==> config.mk <==
export PLATFORM = sky130hd
export DESIGN_NAME = rpac_cell
export DESIGN_NICKNAME = d
export VERILOG_FILES = /design/src/rotate_point_about_center_core_macros.svh /design/src/rpac_pkg.sv /design/src/rpac_cell.sv
export SDC_FILE = /design/constraint.sdc
export NUM_CORES = 1
export LEC_CHECK = 0
export BUFFER_PORTS_ARGS = -buffer_cell sky130_fd_sc_hd__buf_2
export CAP_MARGIN = 30
export CORE_AREA = 2 2 185 187
export DETAILED_ROUTE_END_ITERATION = 10
export DIE_AREA = 0 0 187 189
export PLACE_DENSITY = 0.73
export SLEW_MARGIN = 10
export SYNTH_ARGS = -nofsm -noshare
export SYNTH_HDL_FRONTEND = slang
export SYNTH_SLANG_ARGS = --single-unit
==> constraint.sdc <==
create_clock -name i_clk -period 4.7 [get_ports i_clk]
set_input_delay 0.47 -clock i_clk [delete_from_list [all_inputs] [get_ports i_clk]]
set_output_delay 0.47 -clock i_clk [all_outputs]
set_load 0.02 [all_outputs]
==> src/rotate_point_about_center_core_macros.svh <==
// Assertion macros shared by the rotate-point RTL modules.
`ifndef ROTATE_POINT_ABOUT_CENTER_CORE_MACROS_SVH
`define ROTATE_POINT_ABOUT_CENTER_CORE_MACROS_SVH

// Same-cycle implication, off during reset
`define RPAC_ASSERT_IMP(lbl, clk, rstn, ante, cons) \
    lbl: assert property (@(posedge clk) disable iff (!rstn) (ante) |-> (cons)) \
        else $error("rpac assertion failed");

// Next-cycle implication, off during reset
`define RPAC_ASSERT_NXT(lbl, clk, rstn, ante, cons) \
    lbl: assert property (@(posedge clk) disable iff (!rstn) (ante) |=> (cons)) \
        else $error("rpac assertion failed");

`endif

==> src/rpac_pkg.sv <==
// Shared types, widths and CORDIC constants for the rotate-point core.
package rpac_pkg;

    // Field widths
    localparam int CW = 32;             // Q16.16 coordinate
    localparam int AW = 19;             // Q3.16 angle
    localparam int DW = CW + 1;         // exact coordinate difference
    localparam int QW = 35;             // Q30 CORDIC datapath word

    // Stream widths
    localparam int S_TDATA_W = 152;
    localparam int M_TDATA_W = 72;

    // Defaults for top-level parameters
    localparam int CORDIC_STAGES_DEF = 24;
    localparam int FRAC_BITS_DEF     = 16;

    // Q30 constants
    localparam logic signed [QW-1:0] Q30_PI       = 35'sd3373259426;
    localparam logic signed [QW-1:0] Q30_HALF_PI  = 35'sd1686629713;
    localparam logic signed [QW-1:0] Q30_GAIN_INV = 35'sd652032874;

    // Payload handed from cell to cell
    typedef struct packed {
        logic                   neg;
        logic signed [DW-1:0]   dx;
        logic signed [DW-1:0]   dy;
        logic signed [CW-1:0]   cx;
        logic signed [CW-1:0]   cy;
        logic signed [QW-1:0]   x;
        logic signed [QW-1:0]   y;
        logic signed [QW-1:0]   z;
    } t_cell;

    // atan(2^-i) in Q30
    function automatic logic signed [QW-1:0] atan_q30(input logic [4:0] idx);
        logic signed [QW-1:0] v;
        case (idx)
            5'd0:    v = 35'sd843314857;
            5'd1:    v = 35'sd497837829;
            5'd2:    v = 35'sd263043837;
            5'd3:    v = 35'sd133525159;
            5'd4:    v = 35'sd67021687;
            5'd5:    v = 35'sd33543516;
            5'd6:    v = 35'sd16775851;
            5'd7:    v = 35'sd8388437;
            5'd8:    v = 35'sd4194283;
            5'd9:    v = 35'sd2097149;
            5'd10:   v = 35'sd1048576;
            5'd11:   v = 35'sd524288;
            5'd12:   v = 35'sd262144;
            5'd13:   v = 35'sd131072;
            5'd14:   v = 35'sd65536;
            5'd15:   v = 35'sd32768;
            5'd16:   v = 35'sd16384;
            5'd17:   v = 35'sd8192;
            5'd18:   v = 35'sd4096;
            5'd19:   v = 35'sd2048;
            5'd20:   v = 35'sd1024;
            5'd21:   v = 35'sd512;
            5'd22:   v = 35'sd256;
            5'd23:   v = 35'sd128;
            5'd24:   v = 35'sd64;
            5'd25:   v = 35'sd32;
            5'd26:   v = 35'sd16;
            5'd27:   v = 35'sd8;
            5'd28:   v = 35'sd4;
            5'd29:   v = 35'sd2;
            5'd30:   v = 35'sd1;
            default: v = '0;
        endcase
        return v;
    endfunction

endpackage

==> src/rpac_cell.sv <==
// One CORDIC rotation cell: a micro-rotation by atan(2^-STAGE), registered.
module rpac_cell
    import rpac_pkg::*;
#(
    parameter int STAGE = 0
)(
    input  logic  i_clk,
    input  logic  i_rst_n,
    input  logic  i_ce,
    input  logic  i_valid,
    input  t_cell i_cell,
    output logic  o_valid,
    output t_cell o_cell
);

    logic                 r_valid;
    t_cell                r_cell;
    t_cell                n_cell;
    logic signed [QW-1:0] w_x;
    logic signed [QW-1:0] w_y;
    logic signed [QW-1:0] w_xs;
    logic signed [QW-1:0] w_ys;
    logic signed [QW-1:0] w_atan;

    assign w_x    = i_cell.x;
    assign w_y    = i_cell.y;
    assign w_xs   = w_x >>> STAGE;
    assign w_ys   = w_y >>> STAGE;
    assign w_atan = atan_q30(5'(STAGE));

    // Rotate toward zero residual angle
    always_comb begin
        n_cell = i_cell;
        if (!i_cell.z[QW-1]) begin
            n_cell.x = w_x - w_ys;
            n_cell.y = w_y + w_xs;
            n_cell.z = i_cell.z - w_atan;
        end else begin
            n_cell.x = w_x + w_ys;
            n_cell.y = w_y - w_xs;
            n_cell.z = i_cell.z + w_atan;
        end
    end

    // Advance valid
    always_ff @(posedge i_clk) begin
        if (!i_rst_n) begin
            r_valid <= 1'b0;
        end else if (i_ce) begin
            r_valid <= i_valid;
        end
    end

    // Hand payload to the next cell
    always_ff @(posedge i_clk) begin
        if (i_ce) begin
            r_cell <= n_cell;
        end
    end

    assign o_valid = r_valid;
    assign o_cell  = r_cell;

endmodule

==> flow_summary_export.csv <==
group,metric,value,unit
power,pwr-share-comb,28.0,%
yosys,synth-main-ff-cell,"edfxtp_1",
global_route,grt_use_total,28.4,%
timing,hold_ws,83.9,ps
yosys,synthDistinctLibCells,81,
global_route,overflow,0,
routing,routed_via_density,5.65,
power,p_switching,2.23,mW
routing,remaining_drc_errors,0,
timing,worst_clock_skew,0,ps
timing,period_share,72.4,%
timing,final-setup-viol-count,0,
layout,drive_gt1_share,29.1,%
timing,final_hold_viol_count,0,
clock_network,ctsResizeCount,0,
layout,final_common_cell,"buf_2",
power,p_leak,8.18,nW
global_route,grt_antenna_before_repair,11,
floorplan,boundaryPins,477,
clock_network,cts_setup_buffers,0,
yosys,ys_seq_area_share,48.0,%
floorplan,die_w,187,um
min_path,min_from,"i_cell[194]",
timing,grt_setup_unrepaired,"no",
setup_path,r2r-start,"o_valid",
clock_network,cts_tree,"built",
power,internal_power,4.58,mW
floorplan,die_area,0.0353,mm^2
placement,dp_slack,829,ps
clock_network,root_buffer,"clkbuf_16",
layout,multi_input_area,0.00703,mm^2
yosys,ys_ff_latch,236,
timing,slew-limit-headroom,26.9,%
run,cap_violations,0,
setup_path,critPathLaunch,"i_cell[34]",
clock_network,clockBufferDepth,3,
timing,worst_pin_slew,1100,ps
setup_path,arrival,3710,ps
min_path,hold_class,"in2reg",
layout,fillers,2950,
yosys,syn_nets,1756,
routing,drt_iter0_markers,1363,
power,switching_share,32.7,%
yosys,syn_inst,1377,
floorplan,die_y,189,um
layout,final_cell_mix,"buf_2 (474), edfxtp_1 (235), a21oi_1 (152)",
timing,layout_min_cycle_time,3400,ps
routing,first_pass_iters,5,
placement,hpwlAfterDp,41300,um
timing,maxClockFrequency,0.294,GHz
status,status,"finished clean",
global_route,grt_start_max_net_pins,135,
floorplan,start_util,44.3,%
setup_path,worstSetupStartpointType,"input pin",
layout,finish.net_count,2224,
clock_network,clk_pin_slew_worst_paths,70,ps
clock_network,clock_latency,550,ps
setup_path,criticalPathCategory,"in2reg",
layout,areaGrowthSynthToFinish,25.4,%
power,ir_drop,0.000259,V
power,powerDensity,368,mW/mm^2
placement,gp_congestion,0.975,
clock_network,hold_buffers,0,
yosys,syn-cell-area,0.0148,mm^2
routing,wire_per_inst,22.7,um
power,seqPwrFrac,39.9,%
setup_path,cp_max_fo,20,
timing,slew_violations,0,
global_route,grt_pass1_vias,12592,
global_route,grt_pass1_wl,77000,um
clock_network,h-tree-depth,1,
layout,register_area,0.00708,mm^2
timing,timing.final.ws_setup,1300,ps
placement,port_buffers,476,
floorplan,core_area,0.0333,mm^2
power,pwr-share-clk,32.1,%
yosys,yosysWarningCount,0,
setup_path,cp-end-kind,"register",
routing,detail-route-antenna-nets,0,
clock_network,cts_made_buffers,26,
yosys,avgSynthCellArea,10.7,um^2
floorplan,rows,67,
clock_network,cts_num_sinks,236,
timing,finalSetupTns,0,ps
yosys,async_flop_share,0,%
setup_path,cp.required,5010,ps
routing,vias,13101,
yosys,synth_edf_count,235,
routing,totalWireLength,52700,um
[registers in the layout (all words and copies together), names as in the netlist]
signal	cells
o_cell	235
o_valid	1
[kinds of logic after synthesis]
family          synth area share [%]
compound gates                  19.3
buf+inv                         4.44
simple gates                    9.17
mux                             1.43
flops                           48.0
fa+ha+maj                       12.0
xor+xnor                        5.76
[worst max-delay path, stage by stage]
cell and delay (ps):
buf_4 190, inv_2 350, ha_1 360, a21o_1 190, a21o_1 170, a221o_1 280, a31oi_1 270, nand2_1 220
a41oi_2 300, o21bai_1 210, a2111oi_0 450, and4b_1 240
[final timing paths]
check,to,slack [ps],depth (start not counted)
setup / recovery,o_cell[33],1300,12
setup reg to reg,o_valid,4100,2
hold reg to reg,o_valid,530,2
hold / removal,o_cell[194],80,1
[power by group through the flow]
stage	combinational, mW	sequential [mW]	clock [mW]
after global placement	1.87	2.76	0
final	1.90	2.72	2.19
after detailed placement	1.88	2.76	0
after CTS	1.89	2.72	2.23
after global routing	2.03	2.74	2.30
after floorplan	0.834	3.07	0
[synth_stat cells, types with 6 or more instances]
master	number	area [um^2]
a31oi_1	11	68.8
ha_1	135	1690
xnor2_1	81	709
clkbuf_1	25	93.8
nor2_1	78	293
buf_1	6	22.5
a211oi_1	14	105
nand3_1	17	85.1
o22ai_1	6	37.5
nor3_1	14	70.1
o31ai_1	13	97.6
a2111oi_0	6	52.6
a21oi_1	152	761
o211ai_1	10	75.1
o21a_1	9	67.6
xor2_1	16	140
a21o_1	34	255
o21ai_0	80	400
nand2_1	75	282
a211o_1	7	61.3
o21ai_1	7	35.0
buf_2	8	40.0
o21bai_1	33	248
nand2b_1	16	100
inv_1	118	443
mux2i_1	20	200
nand4_1	15	93.8
nor4_1	12	75.1
a221o_1	6	60.1
edfxtp_1	235	7060
nor2b_1	14	87.6
[stage by stage]
stage | util [%] | instances | cell area, um^2 | total power, mW
6_report | 55.6 | 2319 | 18500 | 6.81
5_1_grt | 55.6 | 2314 | 18500 | 7.07
4_1_cts | 55.6 | 2313 | 18500 | 6.84
3_5_place_dp | 52.8 | 2265 | 17600 | 4.64
3_3_place_gp | 52.8 | 2265 | 17600 | 4.63
2_1_floorplan | - | 1377 | 14800 | 3.91
[final cells by class]
type	instances	area share, %
repair buffers	482	13.3
inverters	125	2.54
multi-input cells	974	38.0
flip-flops and latches	236	38.2
clock buffers	28	3.56
diodes	6	0.0811
well taps	448	3.03
clock inverters	20	1.35
[layer usage]
layer | share of wire [%] | up-vias | wire length [um] | global-route usage, %
met5 | 0.14 | - | 73 | 0
met4 | 2.3 | 10 | 1210 | 7.23
met3 | 7.4 | 84 | 3920 | 5.52
met2 | 49 | 643 | 25900 | 49.2
met1 | 41 | 6341 | 21600 | 36.7
li1 | - | 6023 | - | -
Power figures use the tool's default switching activity.
