### src/rotate_point_about_center_core_macros.svh
// Assertion macros shared by the rotate-point RTL modules.
`ifndef ROTATE_POINT_ABOUT_CENTER_CORE_MACROS_SVH
`define ROTATE_POINT_ABOUT_CENTER_CORE_MACROS_SVH

// Same-cycle implication, off during reset
`define RPAC_ASSERT_IMP(lbl, clk, rstn, ante, cons) \
    lbl: assert property (@(posedge clk) disable iff (!rstn) (ante) |-> (cons)) \
        else $error("rpac assertion failed");

// Next-cycle implication, off during reset
`define RPAC_ASSERT_NXT(lbl, clk, rstn, ante, cons) \
    lbl: assert property (@(posedge clk) disable iff (!rstn) (ante) |=> (cons)) \
        else $error("rpac assertion failed");

`endif

### src/rpac_pkg.sv
// Shared types, widths and CORDIC constants for the rotate-point core.
package rpac_pkg;

    // Field widths
    localparam int CW = 32;             // Q16.16 coordinate
    localparam int AW = 19;             // Q3.16 angle
    localparam int DW = CW + 1;         // exact coordinate difference
    localparam int QW = 35;             // Q30 CORDIC datapath word

    // Stream widths
    localparam int S_TDATA_W = 152;
    localparam int M_TDATA_W = 72;

    // Defaults for top-level parameters
    localparam int CORDIC_STAGES_DEF = 24;
    localparam int FRAC_BITS_DEF     = 16;

    // Q30 constants
    localparam logic signed [QW-1:0] Q30_PI       = 35'sd3373259426;
    localparam logic signed [QW-1:0] Q30_HALF_PI  = 35'sd1686629713;
    localparam logic signed [QW-1:0] Q30_GAIN_INV = 35'sd652032874;

    // Payload handed from cell to cell
    typedef struct packed {
        logic                   neg;
        logic signed [DW-1:0]   dx;
        logic signed [DW-1:0]   dy;
        logic signed [CW-1:0]   cx;
        logic signed [CW-1:0]   cy;
        logic signed [QW-1:0]   x;
        logic signed [QW-1:0]   y;
        logic signed [QW-1:0]   z;
    } t_cell;

    // atan(2^-i) in Q30
    function automatic logic signed [QW-1:0] atan_q30(input logic [4:0] idx);
        logic signed [QW-1:0] v;
        case (idx)
            5'd0:    v = 35'sd843314857;
            5'd1:    v = 35'sd497837829;
            5'd2:    v = 35'sd263043837;
            5'd3:    v = 35'sd133525159;
            5'd4:    v = 35'sd67021687;
            5'd5:    v = 35'sd33543516;
            5'd6:    v = 35'sd16775851;
            5'd7:    v = 35'sd8388437;
            5'd8:    v = 35'sd4194283;
            5'd9:    v = 35'sd2097149;
            5'd10:   v = 35'sd1048576;
            5'd11:   v = 35'sd524288;
            5'd12:   v = 35'sd262144;
            5'd13:   v = 35'sd131072;
            5'd14:   v = 35'sd65536;
            5'd15:   v = 35'sd32768;
            5'd16:   v = 35'sd16384;
            5'd17:   v = 35'sd8192;
            5'd18:   v = 35'sd4096;
            5'd19:   v = 35'sd2048;
            5'd20:   v = 35'sd1024;
            5'd21:   v = 35'sd512;
            5'd22:   v = 35'sd256;
            5'd23:   v = 35'sd128;
            5'd24:   v = 35'sd64;
            5'd25:   v = 35'sd32;
            5'd26:   v = 35'sd16;
            5'd27:   v = 35'sd8;
            5'd28:   v = 35'sd4;
            5'd29:   v = 35'sd2;
            5'd30:   v = 35'sd1;
            default: v = '0;
        endcase
        return v;
    endfunction

endpackage

### src/rpac_fold.sv
// Input register: center differences, Q30 angle and quadrant fold.
module rpac_fold
    import rpac_pkg::*;
(
    input  logic                 i_clk,
    input  logic                 i_rst_n,
    input  logic                 i_ce,
    input  logic                 i_valid,
    input  logic signed [CW-1:0] i_point_x,
    input  logic signed [CW-1:0] i_point_y,
    input  logic signed [CW-1:0] i_center_x,
    input  logic signed [CW-1:0] i_center_y,
    input  logic signed [AW-1:0] i_angle,
    output logic                 o_valid,
    output t_cell                o_cell
);

    logic                 r_valid;
    t_cell                r_cell;
    t_cell                n_cell;
    logic signed [QW-1:0] w_z;

    // Angle to Q30: scale by 2^14
    assign w_z = {{(QW-AW-14){i_angle[AW-1]}}, i_angle, 14'b0};

    // Fold into [-pi/2, pi/2], form exact differences, seed the rotator
    always_comb begin
        n_cell     = '0;
        n_cell.dx  = DW'(i_point_x) - DW'(i_center_x);
        n_cell.dy  = DW'(i_point_y) - DW'(i_center_y);
        n_cell.cx  = i_center_x;
        n_cell.cy  = i_center_y;
        n_cell.x   = Q30_GAIN_INV;
        n_cell.y   = '0;
        n_cell.z   = w_z;
        n_cell.neg = 1'b0;
        if (w_z > Q30_HALF_PI) begin
            n_cell.z   = w_z - Q30_PI;
            n_cell.neg = 1'b1;
        end else if (w_z < -Q30_HALF_PI) begin
            n_cell.z   = w_z + Q30_PI;
            n_cell.neg = 1'b1;
        end
    end

    // Advance valid
    always_ff @(posedge i_clk) begin
        if (!i_rst_n) begin
            r_valid <= 1'b0;
        end else if (i_ce) begin
            r_valid <= i_valid;
        end
    end

    // Capture payload
    always_ff @(posedge i_clk) begin
        if (i_ce) begin
            r_cell <= n_cell;
        end
    end

    assign o_valid = r_valid;
    assign o_cell  = r_cell;

endmodule

### config.mk
export PLATFORM = sky130hd
export DESIGN_NAME = rpac_fold
export DESIGN_NICKNAME = d
export VERILOG_FILES = /design/src/rotate_point_about_center_core_macros.svh /design/src/rpac_pkg.sv /design/src/rpac_fold.sv
export SDC_FILE = /design/constraint.sdc
export NUM_CORES = 1
export LEC_CHECK = 0
export ABC_AREA = 1
export BUFFER_PORTS_ARGS = -buffer_cell sky130_fd_sc_hd__clkbuf_2
export CAP_MARGIN = 20
export CORE_AREA = 2 2 157 159
export CTS_CLUSTER_DIAMETER = 120
export DETAILED_ROUTE_END_ITERATION = 6
export DIE_AREA = 0 0 159 161
export PLACE_DENSITY = 0.83
export SLEW_MARGIN = 20
export SYNTH_ARGS = -nofsm -noshare
export SYNTH_HDL_FRONTEND = slang
export SYNTH_SLANG_ARGS = --single-unit
### constraint.sdc
create_clock -name i_clk -period 2 [get_ports i_clk]
set_clock_uncertainty 0.15 [all_clocks]
set_input_delay 0.1 -clock i_clk [delete_from_list [all_inputs] [get_ports i_clk]]
set_output_delay 0.1 -clock i_clk [all_outputs]
set_load 0.01 [all_outputs]
==> results.json <==
{
  "status": "complete, but fails checks",
  "violations": "DRC",
  "cts-buffers-inserted": 17,
  "cts_max_level": 4,
  "fin_nets": 2146,
  "synth_top_family_by_area": "simple AND/OR/NAND/NOR gates",
  "rsz0062_at_grt": "yes",
  "cpMostUsedCell": "nand2_1",
  "synthSimpleGateAreaFrac_pct": 25.3,
  "drv_cap": 0,
  "wl_um": 36900,
  "path_clk_slew_ns": 0.07,
  "hp-class": "in -> reg",
  "fmax_ghz": 0.504,
  "io_pins": 388,
  "core-area_mm2": 0.0240,
  "power_switching_uw": 3540,
  "die-area_mm2": 0.0256,
  "finalHoldViolCount": 0,
  "synth_mux_area_share_pct": 0,
  "worstPathRequired_ns": 2.15,
  "route.detailed.wl_per_inst_um": 16.3,
  "synth-seq-area-share_pct": 41.5,
  "antenna_left": 0,
  "synthAdderAreaFrac_pct": 8.01,
  "via_count": 11200,
  "holdWs_ns": 0.0219,
  "r2r_cells": 3,
  "root_buffer": "clkbuf_16",
  "synth_warnings": 0,
  "synth_compound_area_share_pct": 7.08,
  "async_reset_ff_share_pct": 0,
  "place_congestion": 0.961,
  "die_w_um": 159,
  "worstSetupEndpointType": "flip-flop",
  "grt_pass1_vias": 11000,
  "mostFrequentLayoutCell": "nand2_1",
  "comb_power_share_pct": 30.1,
  "yosysUniqueCellTypes": 40,
  "path_class": "in -> reg",
  "grt.overflow.total": 0,
  "p_int_uw": 6960,
  "cts_tree": "built",
  "cts.sinks": 154,
  "dr.pass1.iters": 7,
  "postSynthCellCount": 1404,
  "slew_violations": 0,
  "num_rows": 57,
  "synth_xor_area_share_pct": 3.62,
  "seqPwrFrac_pct": 39.7,
  "switching_share_pct": 33.7,
  "synth_edf_count": 153,
  "clock_path_buffers": 2,
  "drt_iter0_drc": 892,
  "worst_path_max_delay_cell": "dlygate4sd3_1",
  "utilization_pct": 63.4,
  "cp_max_fo": 6,
  "grt_max_degree": 53,
  "dp.cells": 2144,
  "initial_core_util_pct": 46.4,
  "p_leak_uw": 0.00795,
  "finalNonFillerCells": 2263,
  "drt-vias-per-instance": 4.94,
  "clkLatencyLatePin_ns": 0.43,
  "fin_crit_ns": 1.98,
  "synthFlopType": "edfxtp_1",
  "io_buffers": 316,
  "cp-start-kind": "primary input",
  "p_clk_share_pct": 30.2,
  "post-dp-hpwl_um": 28500,
  "post-route-period-util_pct": 99.2,
  "die_height_um": 161,
  "syn_area_mm2": 0.0111,
  "final_cell_mix": "395 x nand2_1, 312 x clkbuf_2, 221 x inv_1",
  "max_stage_delay_ns": 0.56,
  "grt_usage_pct": 28.1,
  "antenna_found_initial": 1,
  "syn_area_per_cell_um2": 7.92,
  "drive_above_1_share_pct": 27.5,
  "critPathArrivalTime_ns": 2.14,
  "synth-seq-cells": 154,
  "synthToLayoutAreaGrowth_pct": 36.8,
  "nFillCells": 2083,
  "setup_violations": 0,
  "tns_ns": 0,
  "peakVddDrop_uv": 501,
  "route.detailed.drc": 18,
  "grt_first_pass_wirelength_um": 56500,
  "path_cells": "dlygate4sd3_1 > clkbuf_4 > nand2_1 > nor2_1 > nand2_1 > nand2_1 > nand2_2 > nand3_2 > nor2_2 > buf_4 > nand2_2 > nand2_1 > nand2_1 > nand2_1",
  "powerDensity_mw_per_mm2": 690,
  "hold_path_depth": 4
}
layout make-up:
class                           count  area, µm²  area share (%)
Antenna cell                        1       2.50          0.0165
Tap cell                          324        405            2.67
Timing Repair Buffer              523       3400            22.3
Multi-Input combinational cell    998       5340            35.1
Clock inverter                     15        131           0.864
Clock buffer                       17        425            2.80
Inverter                          231        890            5.85
Sequential cell                   154       4610            30.4
routing by layer:
layer	global-route usage [%]	up-vias	wire length (µm)	share of wire (%)
met5	0	-	0	0
met4	10.5	0	1190	3.2
met3	4.08	67	2350	6.4
met2	51.7	507	18700	51
met1	33.2	5139	14600	40
li1	-	5466	-	-
registers in the layout, summed over array words and instances, names as in the netlist:
name / count
o_valid: 1
o_cell: 153
worst max-delay path: cells and delay by family:
kind | cells | cell delay [ns]
buffers and inverters | 3 | 0.95
and+or+nand+nor | 11 | 1.10
what timing repair did:
item	CTS	global route
hold endpoints to repair	91	0
buffers inserted	0	3
gates resized for setup	0	45
hold buffers	83	0
setup endpoints to repair	0	24
cells in the mapped netlist (17+ instances only):
cell	number	area share, %
a21oi_1	81	3.6
buf_4	85	5.7
edfxtp_1	153	41
ha_1	68	7.7
inv_1	224	7.6
nand2_1	397	13
nand3_1	83	3.7
nand4_1	17	0.96
nor2_1	105	3.5
nor3_1	25	1.1
o21ai_0	53	2.4
xor2_1	42	3.3
power by group through the flow:
| stage | clock network [µW] | registers, µW | logic (µW) |
|---|---|---|---|
| 2_1_floorplan | 0 | 4400 | 1450 |
| 3_3_place_gp | 0 | 4220 | 2860 |
| 3_5_place_dp | 0 | 4230 | 2910 |
| 4_1_cts | 3200 | 4160 | 3050 |
| 5_1_grt | 3330 | 4190 | 3440 |
| 6_report | 3170 | 4170 | 3160 |
stage by stage:
| step | cell area (µm²) | power, µW | setup WS (ns) |
|---|---|---|---|
| after detailed placement | 13600 | 7130 | -0.192 |
| after global routing | 15200 | 11000 | -0.0415 |
| after floorplan | 11400 | 5850 | 0.107 |
| after CTS | 15000 | 10400 | 0.0183 |
| after global placement | 13600 | 7080 | -0.131 |
| final | 15200 | 10500 | 0.0151 |
path summary, 6_finish.rpt:
path / from / endpoint / slack [ns]
max: i_angle[6] / o_cell[21]$_DFFE_PP_ / 0.02
min: i_point_x[27] / o_cell[229]$_DFFE_PP_ / 0.02
max reg2reg: o_valid$_SDFFE_PN0P_ / o_valid$_SDFFE_PN0P_ / 0.67
min reg2reg: o_valid$_SDFFE_PN0P_ / o_valid$_SDFFE_PN0P_ / 0.95
logic make-up (layout without fill, tap and decap cells):
family                   Yosys count  count (layout)
XOR/XNOR                          46              46
adder cells (fa/ha/maj)           70              70
flip-flops                       154             154
other                              2              72
buffers and inverters            322             786
AO/OA/AOI/OAI                    150             150
AND/OR/NAND/NOR                  660             661
(Power assumes the default switching activity.)
